**config.mk**
```make
export PLATFORM = sky130hd
export DESIGN_NAME = quaternion_yaw_to_mouse_delta_core
export DESIGN_NICKNAME = d
export VERILOG_FILES = /design/src/qymd_pkg.sv /design/src/qymd_mul.sv /design/src/qymd_cordic.sv /design/src/quaternion_yaw_to_mouse_delta_core.sv
export SDC_FILE = /design/constraint.sdc
export NUM_CORES = 2
export LEC_CHECK = 0
export BUFFER_PORTS_ARGS = -buffer_cell sky130_fd_sc_hd__buf_4
export CORE_MARGIN = 4
export CORE_UTILIZATION = 40
export DETAILED_ROUTE_END_ITERATION = 10
export HOLD_SLACK_MARGIN = 0.15
export RECOVER_POWER = 100
export SLEW_MARGIN = 10
export SYNTH_ARGS = -nofsm -noshare
export SYNTH_HDL_FRONTEND = slang
export SYNTH_SLANG_ARGS = --single-unit
```
**constraint.sdc**
```tcl
create_clock -name aclk -period 16.5 [get_ports aclk]
set_input_delay 2.475 -clock aclk [delete_from_list [all_inputs] [get_ports aclk]]
set_output_delay 2.475 -clock aclk [all_outputs]
set_load 0.1 [all_outputs]
```
**src/qymd_pkg.sv**
```systemverilog
// shared widths, constants and the arctangent table for the yaw-to-move block
package qymd_pkg;

    localparam int QUAT_W       = 16;
    localparam int MUL_W        = 19;
    localparam int PROD_W       = 2 * MUL_W;
    localparam int ACC_W        = 33;
    localparam int NUM_W        = 36;
    localparam int XY_W         = 38;
    localparam int Z_W          = 21;
    localparam int YAW_W        = 20;
    localparam int DELTA_W      = YAW_W + 1;
    localparam int MAG_W        = 18;
    localparam int DEADBAND_W   = 16;
    localparam int GAIN_W       = 12;
    localparam int FRAC_W       = 16;
    localparam int MOVE_W       = 15;
    localparam int MV_W         = MAG_W + GAIN_W - FRAC_W;
    localparam int CFG_IDX_W    = 8;
    localparam int CFG_DATA_W   = 16;
    localparam int ATAN_LEN     = 24;
    localparam int ATAN_IDX_W   = 5;
    localparam int ATAN_W       = 16;

    localparam int CORDIC_STEPS_DEF = 16;
    localparam int PI_FIX           = 205887;
    localparam int TWO_PI_FIX       = 411774;
    localparam int MOVE_MAX         = 12868;
    localparam int Q28_ONE          = 1 << 28;
    localparam int DEADBAND_RST     = 66;
    localparam int GAIN_RST         = 1000;

    localparam logic [CFG_IDX_W-1:0] REG_DEADBAND = CFG_IDX_W'(0);
    localparam logic [CFG_IDX_W-1:0] REG_GAIN     = CFG_IDX_W'(1);

    typedef struct packed {
        logic busy;
        logic done;
    } cordic_stat_t;

    function automatic logic [ATAN_W-1:0] atan_lookup(input logic [ATAN_IDX_W-1:0] idx);
        logic [ATAN_W-1:0] v;
        case (idx)
            5'd0:    v = 16'd51472;
            5'd1:    v = 16'd30386;
            5'd2:    v = 16'd16055;
            5'd3:    v = 16'd8150;
            5'd4:    v = 16'd4091;
            5'd5:    v = 16'd2047;
            5'd6:    v = 16'd1024;
            5'd7:    v = 16'd512;
            5'd8:    v = 16'd256;
            5'd9:    v = 16'd128;
            5'd10:   v = 16'd64;
            5'd11:   v = 16'd32;
            5'd12:   v = 16'd16;
            5'd13:   v = 16'd8;
            5'd14:   v = 16'd4;
            5'd15:   v = 16'd2;
            5'd16:   v = 16'd1;
            default: v = 16'd0;
        endcase
        return v;
    endfunction

endpackage

```
**src/qymd_mul.sv**
```systemverilog
// shared signed multiplier with registered product
module qymd_mul (
    input  logic                                aclk,
    input  logic                                en,
    input  logic signed [qymd_pkg::MUL_W-1:0]   a,
    input  logic signed [qymd_pkg::MUL_W-1:0]   b,
    output logic signed [qymd_pkg::PROD_W-1:0]  p
);
    import qymd_pkg::*;

    logic signed [PROD_W-1:0] p_reg;

    always_ff @(posedge aclk) begin
        if (en) begin
            p_reg <= a * b;
        end
    end

    assign p = p_reg;

endmodule

```
**src/qymd_cordic.sv**
```systemverilog
// iterative vectoring cordic, one micro-rotation per cycle, yields clamped yaw
module qymd_cordic #(
    parameter int CORDIC_STEPS = qymd_pkg::CORDIC_STEPS_DEF
) (
    input  logic                                aclk,
    input  logic                                aresetn,
    input  logic                                start,
    input  logic signed [qymd_pkg::NUM_W-1:0]   num,
    input  logic signed [qymd_pkg::NUM_W-1:0]   den,
    output qymd_pkg::cordic_stat_t              stat,
    output logic signed [qymd_pkg::YAW_W-1:0]   yaw
);
    import qymd_pkg::*;

    localparam int RUN_STEPS = (CORDIC_STEPS > ATAN_LEN) ? ATAN_LEN : CORDIC_STEPS;
    localparam int CNT_W     = $clog2(RUN_STEPS + 1);

    logic signed [XY_W-1:0] x_reg, x_next, y_reg, y_next;
    logic signed [XY_W-1:0] xs, ys, x_in, y_in;
    logic signed [Z_W-1:0]  z_reg, z_next, ang;
    logic [CNT_W-1:0]       cnt_reg, cnt_next;
    logic                   run_reg, run_next, done_reg, done_next;

    assign x_in = XY_W'(den);
    assign y_in = XY_W'(num);
    assign xs   = x_reg >>> cnt_reg;
    assign ys   = y_reg >>> cnt_reg;
    assign ang  = $signed(Z_W'(atan_lookup(ATAN_IDX_W'(cnt_reg))));

    always_comb begin
        x_next    = x_reg;
        y_next    = y_reg;
        z_next    = z_reg;
        cnt_next  = cnt_reg;
        run_next  = run_reg;
        done_next = 1'b0;
        if (start) begin
            cnt_next = '0;
            if (den == '0 && num == '0) begin
                x_next    = '0;
                y_next    = '0;
                z_next    = '0;
                run_next  = 1'b0;
                done_next = 1'b1;
            end else if (den < 0) begin
                x_next   = -x_in;
                y_next   = -y_in;
                z_next   = (num >= 0) ? Z_W'(PI_FIX) : -Z_W'(PI_FIX);
                run_next = 1'b1;
            end else begin
                x_next   = x_in;
                y_next   = y_in;
                z_next   = '0;
                run_next = 1'b1;
            end
        end else if (run_reg) begin
            if (y_reg >= 0) begin
                x_next = x_reg + ys;
                y_next = y_reg - xs;
                z_next = z_reg + ang;
            end else begin
                x_next = x_reg - ys;
                y_next = y_reg + xs;
                z_next = z_reg - ang;
            end
            cnt_next = cnt_reg + 1'b1;
            if (cnt_reg == CNT_W'(RUN_STEPS - 1)) begin
                run_next  = 1'b0;
                done_next = 1'b1;
            end
        end
    end

    always_ff @(posedge aclk) begin
        if (!aresetn) begin
            run_reg  <= 1'b0;
            done_reg <= 1'b0;
            cnt_reg  <= '0;
        end else begin
            run_reg  <= run_next;
            done_reg <= done_next;
            cnt_reg  <= cnt_next;
        end
        x_reg <= x_next;
        y_reg <= y_next;
        z_reg <= z_next;
    end

    // clamp residue into +-pi
    always_comb begin
        if (z_reg > Z_W'(PI_FIX)) begin
            yaw = YAW_W'(PI_FIX);
        end else if (z_reg < -Z_W'(PI_FIX)) begin
            yaw = -YAW_W'(PI_FIX);
        end else begin
            yaw = z_reg[YAW_W-1:0];
        end
    end

    assign stat.busy = run_reg;
    assign stat.done = done_reg;

endmodule

```
**src/quaternion_yaw_to_mouse_delta_core.sv**
```systemverilog
// head yaw from quaternion to horizontal mouse move, sequenced over a shared multiplier and cordic
//
//  channel | ports                                  | dir | beat
//  --------+----------------------------------------+-----+-------------------------------
//  s_      | s_valid s_ready s_quat_w/x/y/z         | in  | one quaternion, Q1.14
//  m_      | m_valid m_ready m_move_x               | out | one move count, zero or one per input
//  cfg_    | cfg_valid cfg_ready cfg_index cfg_data | in  | register write, 0 deadband, 1 gain
//
//  a move follows its input beat through four multiplier passes, the cordic load, one rotation
//  per cycle, the yaw capture, the wrap, then the gain product. s_ready returns when the move is
//  written, or after the wrap when the change is inside the deadband and nothing is emitted; no
//  new beat is taken while one is in flight.
//  a waiting m_ beat does not block intake, only the final write of the next result.
//  reset sets deadband 66, gain 1000, last yaw 0. cfg_ready is always high.
module quaternion_yaw_to_mouse_delta_core #(
    parameter int CORDIC_STEPS = qymd_pkg::CORDIC_STEPS_DEF
) (
    input  logic                                    aclk,
    input  logic                                    aresetn,
    input  logic                                    s_valid,
    output logic                                    s_ready,
    input  logic signed [qymd_pkg::QUAT_W-1:0]      s_quat_w,
    input  logic signed [qymd_pkg::QUAT_W-1:0]      s_quat_x,
    input  logic signed [qymd_pkg::QUAT_W-1:0]      s_quat_y,
    input  logic signed [qymd_pkg::QUAT_W-1:0]      s_quat_z,
    output logic                                    m_valid,
    input  logic                                    m_ready,
    output logic signed [qymd_pkg::MOVE_W-1:0]      m_move_x,
    input  logic                                    cfg_valid,
    output logic                                    cfg_ready,
    input  logic [qymd_pkg::CFG_IDX_W-1:0]          cfg_index,
    input  logic [qymd_pkg::CFG_DATA_W-1:0]         cfg_data
);
    import qymd_pkg::*;

    typedef enum logic [3:0] {
        S_IDLE, S_M1, S_M2, S_M3, S_M4, S_LOAD, S_CORDIC, S_DELTA, S_SCALE
    } state_t;

    state_t                    state_reg, state_next;
    logic signed [QUAT_W-1:0]  qx_reg, qx_next, qy_reg, qy_next, qz_reg, qz_next;
    logic signed [ACC_W-1:0]   num_acc_reg, num_acc_next, den_acc_reg, den_acc_next;
    logic signed [YAW_W-1:0]   yaw_reg, yaw_next, last_yaw_reg, last_yaw_next;
    logic                      neg_reg, neg_next;
    logic                      m_valid_reg, m_valid_next;
    logic signed [MOVE_W-1:0]  move_reg, move_next;
    logic [DEADBAND_W-1:0]     deadband_reg, deadband_next;
    logic [GAIN_W-1:0]         gain_reg, gain_next;

    logic                      mul_en;
    logic signed [MUL_W-1:0]   mul_a, mul_b;
    logic signed [PROD_W-1:0]  mul_p;

    logic                      cordic_start;
    logic signed [NUM_W-1:0]   cordic_num, cordic_den;
    cordic_stat_t              cordic_stat;
    logic signed [YAW_W-1:0]   cordic_yaw;

    logic signed [DELTA_W-1:0] delta_raw, delta_wrap, delta_abs;
    logic [MAG_W-1:0]          mag;
    logic [MV_W-1:0]           mv, mv_sat;

    qymd_mul u_mul (
        .aclk (aclk),
        .en   (mul_en),
        .a    (mul_a),
        .b    (mul_b),
        .p    (mul_p)
    );

    qymd_cordic #(
        .CORDIC_STEPS (CORDIC_STEPS)
    ) u_cordic (
        .aclk    (aclk),
        .aresetn (aresetn),
        .start   (cordic_start),
        .num     (cordic_num),
        .den     (cordic_den),
        .stat    (cordic_stat),
        .yaw     (cordic_yaw)
    );

    assign cordic_num = NUM_W'(num_acc_reg) <<< 1;
    assign cordic_den = NUM_W'(Q28_ONE) - (NUM_W'(den_acc_reg) <<< 1);

    // yaw difference wrapped into +-pi
    assign delta_raw = DELTA_W'(yaw_reg) - DELTA_W'(last_yaw_reg);
    always_comb begin
        if (delta_raw > DELTA_W'(PI_FIX)) begin
            delta_wrap = delta_raw - DELTA_W'(TWO_PI_FIX);
        end else if (delta_raw < -DELTA_W'(PI_FIX)) begin
            delta_wrap = delta_raw + DELTA_W'(TWO_PI_FIX);
        end else begin
            delta_wrap = delta_raw;
        end
    end
    assign delta_abs = (delta_wrap < 0) ? -delta_wrap : delta_wrap;
    assign mag       = delta_abs[MAG_W-1:0];

    assign mv     = mul_p[MAG_W+GAIN_W-1:FRAC_W];
    assign mv_sat = (mv > MV_W'(MOVE_MAX)) ? MV_W'(MOVE_MAX) : mv;

    always_comb begin
        state_next    = state_reg;
        qx_next       = qx_reg;
        qy_next       = qy_reg;
        qz_next       = qz_reg;
        num_acc_next  = num_acc_reg;
        den_acc_next  = den_acc_reg;
        yaw_next      = yaw_reg;
        last_yaw_next = last_yaw_reg;
        neg_next      = neg_reg;
        move_next     = move_reg;
        m_valid_next  = m_valid_reg && !m_ready;
        deadband_next = deadband_reg;
        gain_next     = gain_reg;
        mul_en        = 1'b0;
        mul_a         = '0;
        mul_b         = '0;
        cordic_start  = 1'b0;

        if (cfg_valid) begin
            case (cfg_index)
                REG_DEADBAND: deadband_next = cfg_data[DEADBAND_W-1:0];
                REG_GAIN:     gain_next     = cfg_data[GAIN_W-1:0];
                default:      ;
            endcase
        end

        case (state_reg)
            S_IDLE: begin
                if (s_valid) begin
                    qx_next    = s_quat_x;
                    qy_next    = s_quat_y;
                    qz_next    = s_quat_z;
                    mul_en     = 1'b1;
                    mul_a      = MUL_W'(s_quat_w);
                    mul_b      = MUL_W'(s_quat_y);
                    state_next = S_M1;
                end
            end
            S_M1: begin
                num_acc_next = ACC_W'(mul_p);
                mul_en       = 1'b1;
                mul_a        = MUL_W'(qz_reg);
                mul_b        = MUL_W'(qx_reg);
                state_next   = S_M2;
            end
            S_M2: begin
                num_acc_next = num_acc_reg + ACC_W'(mul_p);
                mul_en       = 1'b1;
                mul_a        = MUL_W'(qy_reg);
                mul_b        = MUL_W'(qy_reg);
                state_next   = S_M3;
            end
            S_M3: begin
                den_acc_next = ACC_W'(mul_p);
                mul_en       = 1'b1;
                mul_a        = MUL_W'(qz_reg);
                mul_b        = MUL_W'(qz_reg);
                state_next   = S_M4;
            end
            S_M4: begin
                den_acc_next = den_acc_reg + ACC_W'(mul_p);
                state_next   = S_LOAD;
            end
            S_LOAD: begin
                cordic_start = 1'b1;
                state_next   = S_CORDIC;
            end
            S_CORDIC: begin
                if (cordic_stat.done) begin
                    yaw_next   = cordic_yaw;
                    state_next = S_DELTA;
                end
            end
            S_DELTA: begin
                if (mag > MAG_W'(deadband_reg)) begin
                    neg_next   = delta_wrap < 0;
                    mul_en     = 1'b1;
                    mul_a      = $signed(MUL_W'(mag));
                    mul_b      = $signed(MUL_W'(gain_reg));
                    state_next = S_SCALE;
                end else begin
                    state_next = S_IDLE;
                end
            end
            S_SCALE: begin
                if (!m_valid_reg || m_ready) begin
                    move_next     = neg_reg ? -$signed(MOVE_W'(mv_sat))
                                            : $signed(MOVE_W'(mv_sat));
                    m_valid_next  = 1'b1;
                    last_yaw_next = yaw_reg;
                    state_next    = S_IDLE;
                end
            end
            default: state_next = S_IDLE;
        endcase
    end

    always_ff @(posedge aclk) begin
        if (!aresetn) begin
            state_reg    <= S_IDLE;
            m_valid_reg  <= 1'b0;
            last_yaw_reg <= '0;
            deadband_reg <= DEADBAND_W'(DEADBAND_RST);
            gain_reg     <= GAIN_W'(GAIN_RST);
        end else begin
            state_reg    <= state_next;
            m_valid_reg  <= m_valid_next;
            last_yaw_reg <= last_yaw_next;
            deadband_reg <= deadband_next;
            gain_reg     <= gain_next;
        end
        qx_reg      <= qx_next;
        qy_reg      <= qy_next;
        qz_reg      <= qz_next;
        num_acc_reg <= num_acc_next;
        den_acc_reg <= den_acc_next;
        yaw_reg     <= yaw_next;
        neg_reg     <= neg_next;
        move_reg    <= move_next;
    end

    assign s_ready   = (state_reg == S_IDLE);
    assign m_valid   = m_valid_reg;
    assign m_move_x  = move_reg;
    assign cfg_ready = 1'b1;

    a_rose_from_scale: assert property (@(posedge aclk) disable iff (!aresetn)
        $rose(m_valid) |-> $past(state_reg == S_SCALE))
        else $error("result appeared outside the scale step");

    a_busy_after_accept: assert property (@(posedge aclk) disable iff (!aresetn)
        s_valid && s_ready |=> !s_ready)
        else $error("input taken while sequencer busy");

    a_cordic_in_phase: assert property (@(posedge aclk) disable iff (!aresetn)
        cordic_stat.busy || cordic_stat.done |-> state_reg == S_CORDIC)
        else $error("cordic active outside its phase");

    a_yaw_held_on_skip: assert property (@(posedge aclk) disable iff (!aresetn)
        state_reg == S_DELTA && mag <= MAG_W'(deadband_reg) |=> $stable(last_yaw_reg))
        else $error("stored yaw changed inside deadband");

endmodule

```
Yosys cells after proc, flatten, opt, wreduce, memory -nomap -nowiden
Memory sizes are Yosys's and may differ from the RTL's. A register that Yosys moved wholly into a read port is not among the register bits.
Cells that the tools add are included.

storage, ports and cells
  bits in latches = 0
  bits of input ports = 93
  memory bits (read-only) = 512
  memory bits (writable) = 0
  logic and storage cells = 141
  output and inout port bits = 18
  bits in registers = 340
  memories = 1

memory list
  name             words  width  read ports  clocked after Yosys merged registers in  wr ports  line            source
  (no name shown)  32     16     1           1                                        0         qymd_pkg.sv:43  case (idx)

operators by class
  shifts and indexed selects = 2
  bitwise logic cells = 1
  div/mod/pow operators = 0
  multiply operators = 1
  add/subtract/negate cells = 17
  equality and inequality tests = 13
  reduce and logical (&&, ||, !) cells = 23
  $lt $le $gt $ge = 10
  mux-type cells = 51

operator list
  kind                      count
  $mux W38                  10
  $mux W21                  8
  $pmux W33 S2              2
  $pmux W19 S5              1
  $add A38 B38 Y38          2
  $pmux W19 S4              1
  $sshr A38 B5 Y38          2
  $sub A38 B38 Y38          2
  $logic_not A36 Y1         2
  $add A33 B33 Y33          2
  $gt A21 B19 Y1 const B    2
  $lt A21 B19 Y1 const B    2
  $ge A38 B1 Y1 const B     1
  $mux W19                  2
  $neg A34 Y38              1
  $neg A35 Y38              1
  $mux W18                  2
  $pmux W4 S9               1
  $lt A35 B1 Y1 const B     1
  $sub A30 B34 Y35 const A  1
  $ge A34 B1 Y1 const B     1
  $mul A19 B19 Y33          1
  $mux W14                  2
  $add A21 B17 Y21          1
  other kinds (35)          67

Logic depth before layout (Yosys ltp)
  depth after elaboration = 10
  gate-level depth with buffers = 73
  depth with buffers taken out = 68

Cells and area by module
Synthesis repeated with hierarchy kept, for this count alone.

unflattened totals
  cell total of the unflattened synthesis = 5262
  area, all modules = 48104.9 µm²

modules (own cells, without submodules)
  module                              area each (µm²)  seq. area each (µm²)  cells each  instances
  qymd_cordic                         18575.3          3373.2                2178        1
  quaternion_yaw_to_mouse_delta_core  14873.0          5565.3                1598        1
  qymd_mul                            14656.6          1141.1                1486        1

Worst setup path before layout
No wires, ideal clock.

  kind = register to register
  from = reg yaw_reg[0]
  to = reg u_mul.p_reg[32], in the netlist u_mul.p[32] (data pin)
  library setup time = 0.268 ns
  clock period less this slack = 13.445 ns
  arrival = 13.177 ns
  cell stages (with the launch flop) = 68
  buffers on the path = 4
  required time = 16.232 ns
  setup slack = 3.055 ns
  cells stage by stage = edfxtp_1 > inv_1 > ha_1 > fa_1 > and2b_1 > o2111a_1 > nor3_1 > xor2_1 > o41ai_1 > nor4b_1 > o21ai_0 > a31oi_1 > a31oi_1 > a2111oi_4 > clkinv_1 > clkbuf_1 > a21oi_1 > inv_1 > [32 not listed] > a21o_1 > a21oi_1 > o21bai_1 > a21oi_1 > o21bai_1 > a21oi_1 > o21bai_1 > a21oi_1 > o21ai_0 > a211oi_1 > o21ai_0 > nand2_1 > o21ai_0 > o41a_1 > a21oi_1 > o21bai_1 > a31oi_1 > xnor3_1

on the way
  longest elaborated chain between the ends = 10
  elaborated cells between the ends (all ways) = 16
  classes of those cells = add/sub (4); mul (1); order compare (4); mux (7)

ends and longest elaborated chain
  item                                                line                                                                                source
  start: declaration                                  quaternion_yaw_to_mouse_delta_core.sv:43                                            logic signed [YAW_W-1:0] yaw_reg, yaw_next, last_yaw_reg, last_yaw_next;
  start signal: assignment                            quaternion_yaw_to_mouse_delta_core.sv:220                                           yaw_reg <= yaw_next;
  $sub A20 B20 Y21 *                                  quaternion_yaw_to_mouse_delta_core.sv:87                                            assign delta_raw = DELTA_W'(yaw_reg) - DELTA_W'(last_yaw_reg);
  $add A21 B20 Y21 or $lt A21 B19 Y1 (tied branches)  quaternion_yaw_to_mouse_delta_core.sv:92, quaternion_yaw_to_mouse_delta_core.sv:91
  $mux W21                                            quaternion_yaw_to_mouse_delta_core.sv:91                                            end else if (delta_raw < -DELTA_W'(PI_FIX)) begin
  $mux W21 *                                          quaternion_yaw_to_mouse_delta_core.sv:89                                            if (delta_raw > DELTA_W'(PI_FIX)) begin
  named net delta_wrap[20]                            quaternion_yaw_to_mouse_delta_core.sv:59                                            logic signed [DELTA_W-1:0] delta_raw, delta_wrap, delta_abs;
  $lt A21 B1 Y1 *                                     quaternion_yaw_to_mouse_delta_core.sv:97                                            assign delta_abs = (delta_wrap < 0) ? -delta_wrap : delta_wrap;
  $mux W18 *                                          quaternion_yaw_to_mouse_delta_core.sv:97
  $gt A18 B16 Y1                                      quaternion_yaw_to_mouse_delta_core.sv:178                                           if (mag > MAG_W'(deadband_reg)) begin
  $mux W12 or $mux W18 (tied branches)                quaternion_yaw_to_mouse_delta_core.sv:178
  $pmux W19 S5 or $pmux W19 S4 (tied branches)        quaternion_yaw_to_mouse_delta_core.sv:130                                           case (state_reg)
  $mul A19 B19 Y33 *                                  qymd_mul.sv:15                                                                      p_reg <= a * b;
  end signal: assignment                              qymd_mul.sv:15
  end: declaration                                    qymd_mul.sv:11                                                                      logic signed [PROD_W-1:0] p_reg;

Mark *: on every way through the listed nets, which the timed path passes. The rest lies on a longest branch.
A chain may end at the register's enable or synchronous reset.

Worst setup path after layout
  from = reg yaw_reg[0]
  to = reg u_mul.p_reg[32], in the netlist u_mul.p[32] (data pin)

on the way
  longest elaborated chain between the ends = 10
  elaborated cells between the ends (all ways) = 16
  classes of those cells = add/sub (4); mul (1); order compare (4); mux (7)

ends and longest elaborated chain
  item                                                line
  $sub A20 B20 Y21 *                                  quaternion_yaw_to_mouse_delta_core.sv:87
  $add A21 B20 Y21 or $lt A21 B19 Y1 (tied branches)  quaternion_yaw_to_mouse_delta_core.sv:92, quaternion_yaw_to_mouse_delta_core.sv:91
  $mux W21                                            quaternion_yaw_to_mouse_delta_core.sv:91
  $mux W21 *                                          quaternion_yaw_to_mouse_delta_core.sv:89
  $neg A18 Y18 or $lt A21 B1 Y1 (tied branches)       quaternion_yaw_to_mouse_delta_core.sv:97
  $mux W18 *                                          quaternion_yaw_to_mouse_delta_core.sv:97
  $gt A18 B16 Y1                                      quaternion_yaw_to_mouse_delta_core.sv:178
  $mux W12 or $mux W18 (tied branches)                quaternion_yaw_to_mouse_delta_core.sv:178
  $pmux W19 S5 or $pmux W19 S4 (tied branches)        quaternion_yaw_to_mouse_delta_core.sv:130
  $mul A19 B19 Y33 *                                  qymd_mul.sv:15

Mark *: on every way between the ends. The rest lies on a longest branch, timed or not.

==> metrics.txt <==
outcome complete, but fails checks; failing checks capacitance limit, slew limit; area of the placeable core 0.109 mm²; number of instances in the synthesized netlist 5002; number of buffers on the longest clock path 3; Cell Area, Synth 0.0438 mm²; data required time of the worst path 16.87 ns; capture point of the worst path u_mul.p[32]$_DFFE_PP_; endpoint kind of the worst setup timing path register; DP Wirelength 99500 µm; detailed-route via count 36200; largest fanout on the critical path 21; worst skew pair latency 0.64 ns; Main synth FF type edfxtp_1; DIE HEIGHT 339 µm; highest clock rate 0.0653 GHz; Clock Tree Root clkbuf_16; area of the die 0.115 mm²; Horiz. Die Dim 339 µm; initial standard-cell utilization of the core 0.403; net switching share of the total power 0.474; source of the worst register-to-register timing path yaw_reg[0]$_SDFFCE_PP1P_; standby leakage power 19.9 nW; Max H-tree Level 2; final cell area excluding filler cells 0.0473 mm²; Worst path max stage delay 0.65 ns; count of buffers from port buffering 109; number of distinct library cells after synthesis 103; GRT Residual Overflow 0; clock tree from TritonCTS done; Power per Cell Area 190 mW/mm²; category of the worst setup path launch point register; worst setup path class register to register; Reg clk slew, reported paths 0.06 ns; Post-synth ARST share 0; most used cells in the layout excluding fill and tap cells nand2_1 (657), inv_1 (554), nor2_1 (406); worst hold path class register to register; share of the synthesized area in the top cell type 0.192; pin slew with the least headroom to its limit 4.69 ns; final net count 5745; Global Route Usage Sum 0.217; reg-to-reg endpoint u_mul.p[32]$_DFFE_PP_; IO Count 111; internal portion of total power 0.00474 W; Seq/Total Area, Yosys 0.227; DRT Wirelength 127000 µm; final critical path time including I/O delays and setup 15.32 ns; most used cell, CP a21oi_1; wire length of the first global-routing pass 201000 µm; vias per inst 5.61; share of the clock period used by the worst path after layout 0.928; final-report setup violation count 0; worst clock skew on the final layout 0.0255 ns; vias in the first global route 35600; antenna-violating nets left 0; total count of hold-check failures in the final report 0; IR Drop Worst-Case VDD 835 µV; initial drt markers 2932; Syn Area/Cell 8.75 µm²; number of enable flip-flop cells after synthesis 280; startpoint of the most critical setup path yaw_reg[0]$_SDFFCE_PP1P_; synthesis-stage register bit count 356; net switching power 0.00426 W; initial antenna violation count 1; minimum setup slack among reg-to-reg paths 1.18 ns; pin count of the biggest net entering global routing 79; power share of the combinational group 0.709; setup total negative slack 0 ns; layout overhead on the synthesized area 8.15%; most common library cell in the layout ignoring fill and taps nand2_1; Net Count, Synth 5742; clock group share of total power 0.121; Residual DRC 0; top cell type by total area after synthesis edfxtp_1; Data arrival, critical path 15.69 ns; final number of max-transition violations 698; share of layout cells above drive strength 1 0.0714; r2r worst-path depth 66; count of maximum capacitance violations 15; number of sinks on the clock net 356; number of buffers created by CTS 47; top cells by area, synth edfxtp_1 (19%), fa_1 (15%), ha_1 (9.0%), nand2_1 (5.6%), inv_1 (4.8%); number of cell rows 121; last weighted congestion value of the routability-driven placer 0.915; WL/cell 19.7 µm; total iterations of the first detailed-routing run 8; count of yosys warnings during synthesis 0; slew margin rel. -2.13; cell area reported after detailed placement 0.0459 mm²; sequential cell fraction of total power 0.170; Slowest cell on crit path a2111oi_4
layer usage:
layer,up-vias,GRT usage,routed length [µm]
met4,0,0.0624,3990
li1,17200,-,-
met2,1068,0.372,61500
met1,17700,0.288,54400
met3,206,0.0280,7390
met5,-,0,0
cell type report:
| class | instances | area, µm² |
|---|---|---|
| fillers | 10800 | 61400 |
| multi-input cells | 3869 | 30800 |
| flip-flops and latches | 356 | 9940 |
| inverters | 562 | 2110 |
| well taps | 1414 | 1770 |
| clock buffers | 61 | 1320 |
| repair buffers | 169 | 1080 |
| clock inverters | 26 | 288 |
| diodes | 1 | 2.50 |
power groups by stage:
stage          Clock [W]  Sequential (W)  Combinational, W
3_5_place_dp           0         0.00154           0.00642
6_report         0.00109         0.00153           0.00638
2_1_floorplan          0         0.00146           0.00472
4_1_cts          0.00112         0.00152           0.00651
5_1_grt          0.00115         0.00154           0.00728
3_3_place_gp           0         0.00154           0.00638
repair_timing:
item / 4_1_cts / 5_1_grt
resized for setup: 0 / 3
buffers inserted: 0 / 4
endpoints found under the setup margin: 0 / 5
hold buffers: 0 / 0
worst max-delay path: cells and delay by family, from the launching register on:
| kind | cells | cell delay, ns |
|---|---|---|
| compound gates | 34 | 7.04 |
| fa+ha+maj | 11 | 3.78 |
| simple gates | 9 | 1.53 |
| buf+inv | 10 | 1.34 |
| xor+xnor | 2 | 0.90 |
| flops | 1 | 0.39 |
metrics by stage:
stage,hold WS (ns),util,total power [W],cells,setup slack (ns)
2_1_floorplan,0.436,-,0.00617,5002,3.06
3_3_place_gp,0.442,0.422,0.00792,6366,1.16
3_5_place_dp,0.447,0.422,0.00796,6366,0.895
4_1_cts,0.455,0.437,0.00915,6453,0.771
5_1_grt,0.468,0.435,0.00997,6458,-0.0253
6_report,0.457,0.435,0.00900,6458,1.18
how the worst min path moves through the flow:
stage | startpoint | endpoint | slack, ns | cells after the start
floorplan | last_yaw_reg[10]$_SDFFE_PN0P_ | last_yaw_reg[10]$_SDFFE_PN0P_ | 0.44 | 2
global placement | last_yaw_reg[10]$_SDFFE_PN0P_ | last_yaw_reg[10]$_SDFFE_PN0P_ | 0.44 | 2
detailed placement | last_yaw_reg[18]$_SDFFE_PN0P_ | last_yaw_reg[18]$_SDFFE_PN0P_ | 0.45 | 2
CTS | last_yaw_reg[18]$_SDFFE_PN0P_ | last_yaw_reg[18]$_SDFFE_PN0P_ | 0.45 | 2
global route | last_yaw_reg[18]$_SDFFE_PN0P_ | last_yaw_reg[18]$_SDFFE_PN0P_ | 0.47 | 2
finish | last_yaw_reg[18]$_SDFFE_PN0P_ | last_yaw_reg[18]$_SDFFE_PN0P_ | 0.46 | 2
synthesized netlist by cell type (66+ instances only):
cell / instances
o22ai_1: 66
clkbuf_1: 139
nor3_1: 74
dfxtp_1: 76
fa_1: 332
xor2_1: 163
ha_1: 315
mux4_2: 68
nand2_1: 658
edfxtp_1: 280
o21ai_0: 294
nor2_1: 408
inv_1: 554
a21oi_1: 256
a21o_1: 67
mux2i_1: 98
xnor2_1: 237
logic make-up (layout without fill, tap and decap cells):
| logic type | Yosys count | after routing | synth area share |
|---|---|---|---|
| adder cells (fa/ha/maj) | 647 | 647 | 0.242 |
| multiplexers | 192 | 192 | 0.0641 |
| flip-flops | 356 | 356 | 0.227 |
| AO/OA/AOI/OAI | 1062 | 1062 | 0.155 |
| other | 1 | 2 | 0.0000857 |
| AND/OR/NAND/NOR | 1563 | 1563 | 0.160 |
| XOR/XNOR | 404 | 404 | 0.0817 |
| buffers and inverters | 777 | 818 | 0.0699 |
(Power assumes the default switching activity.)
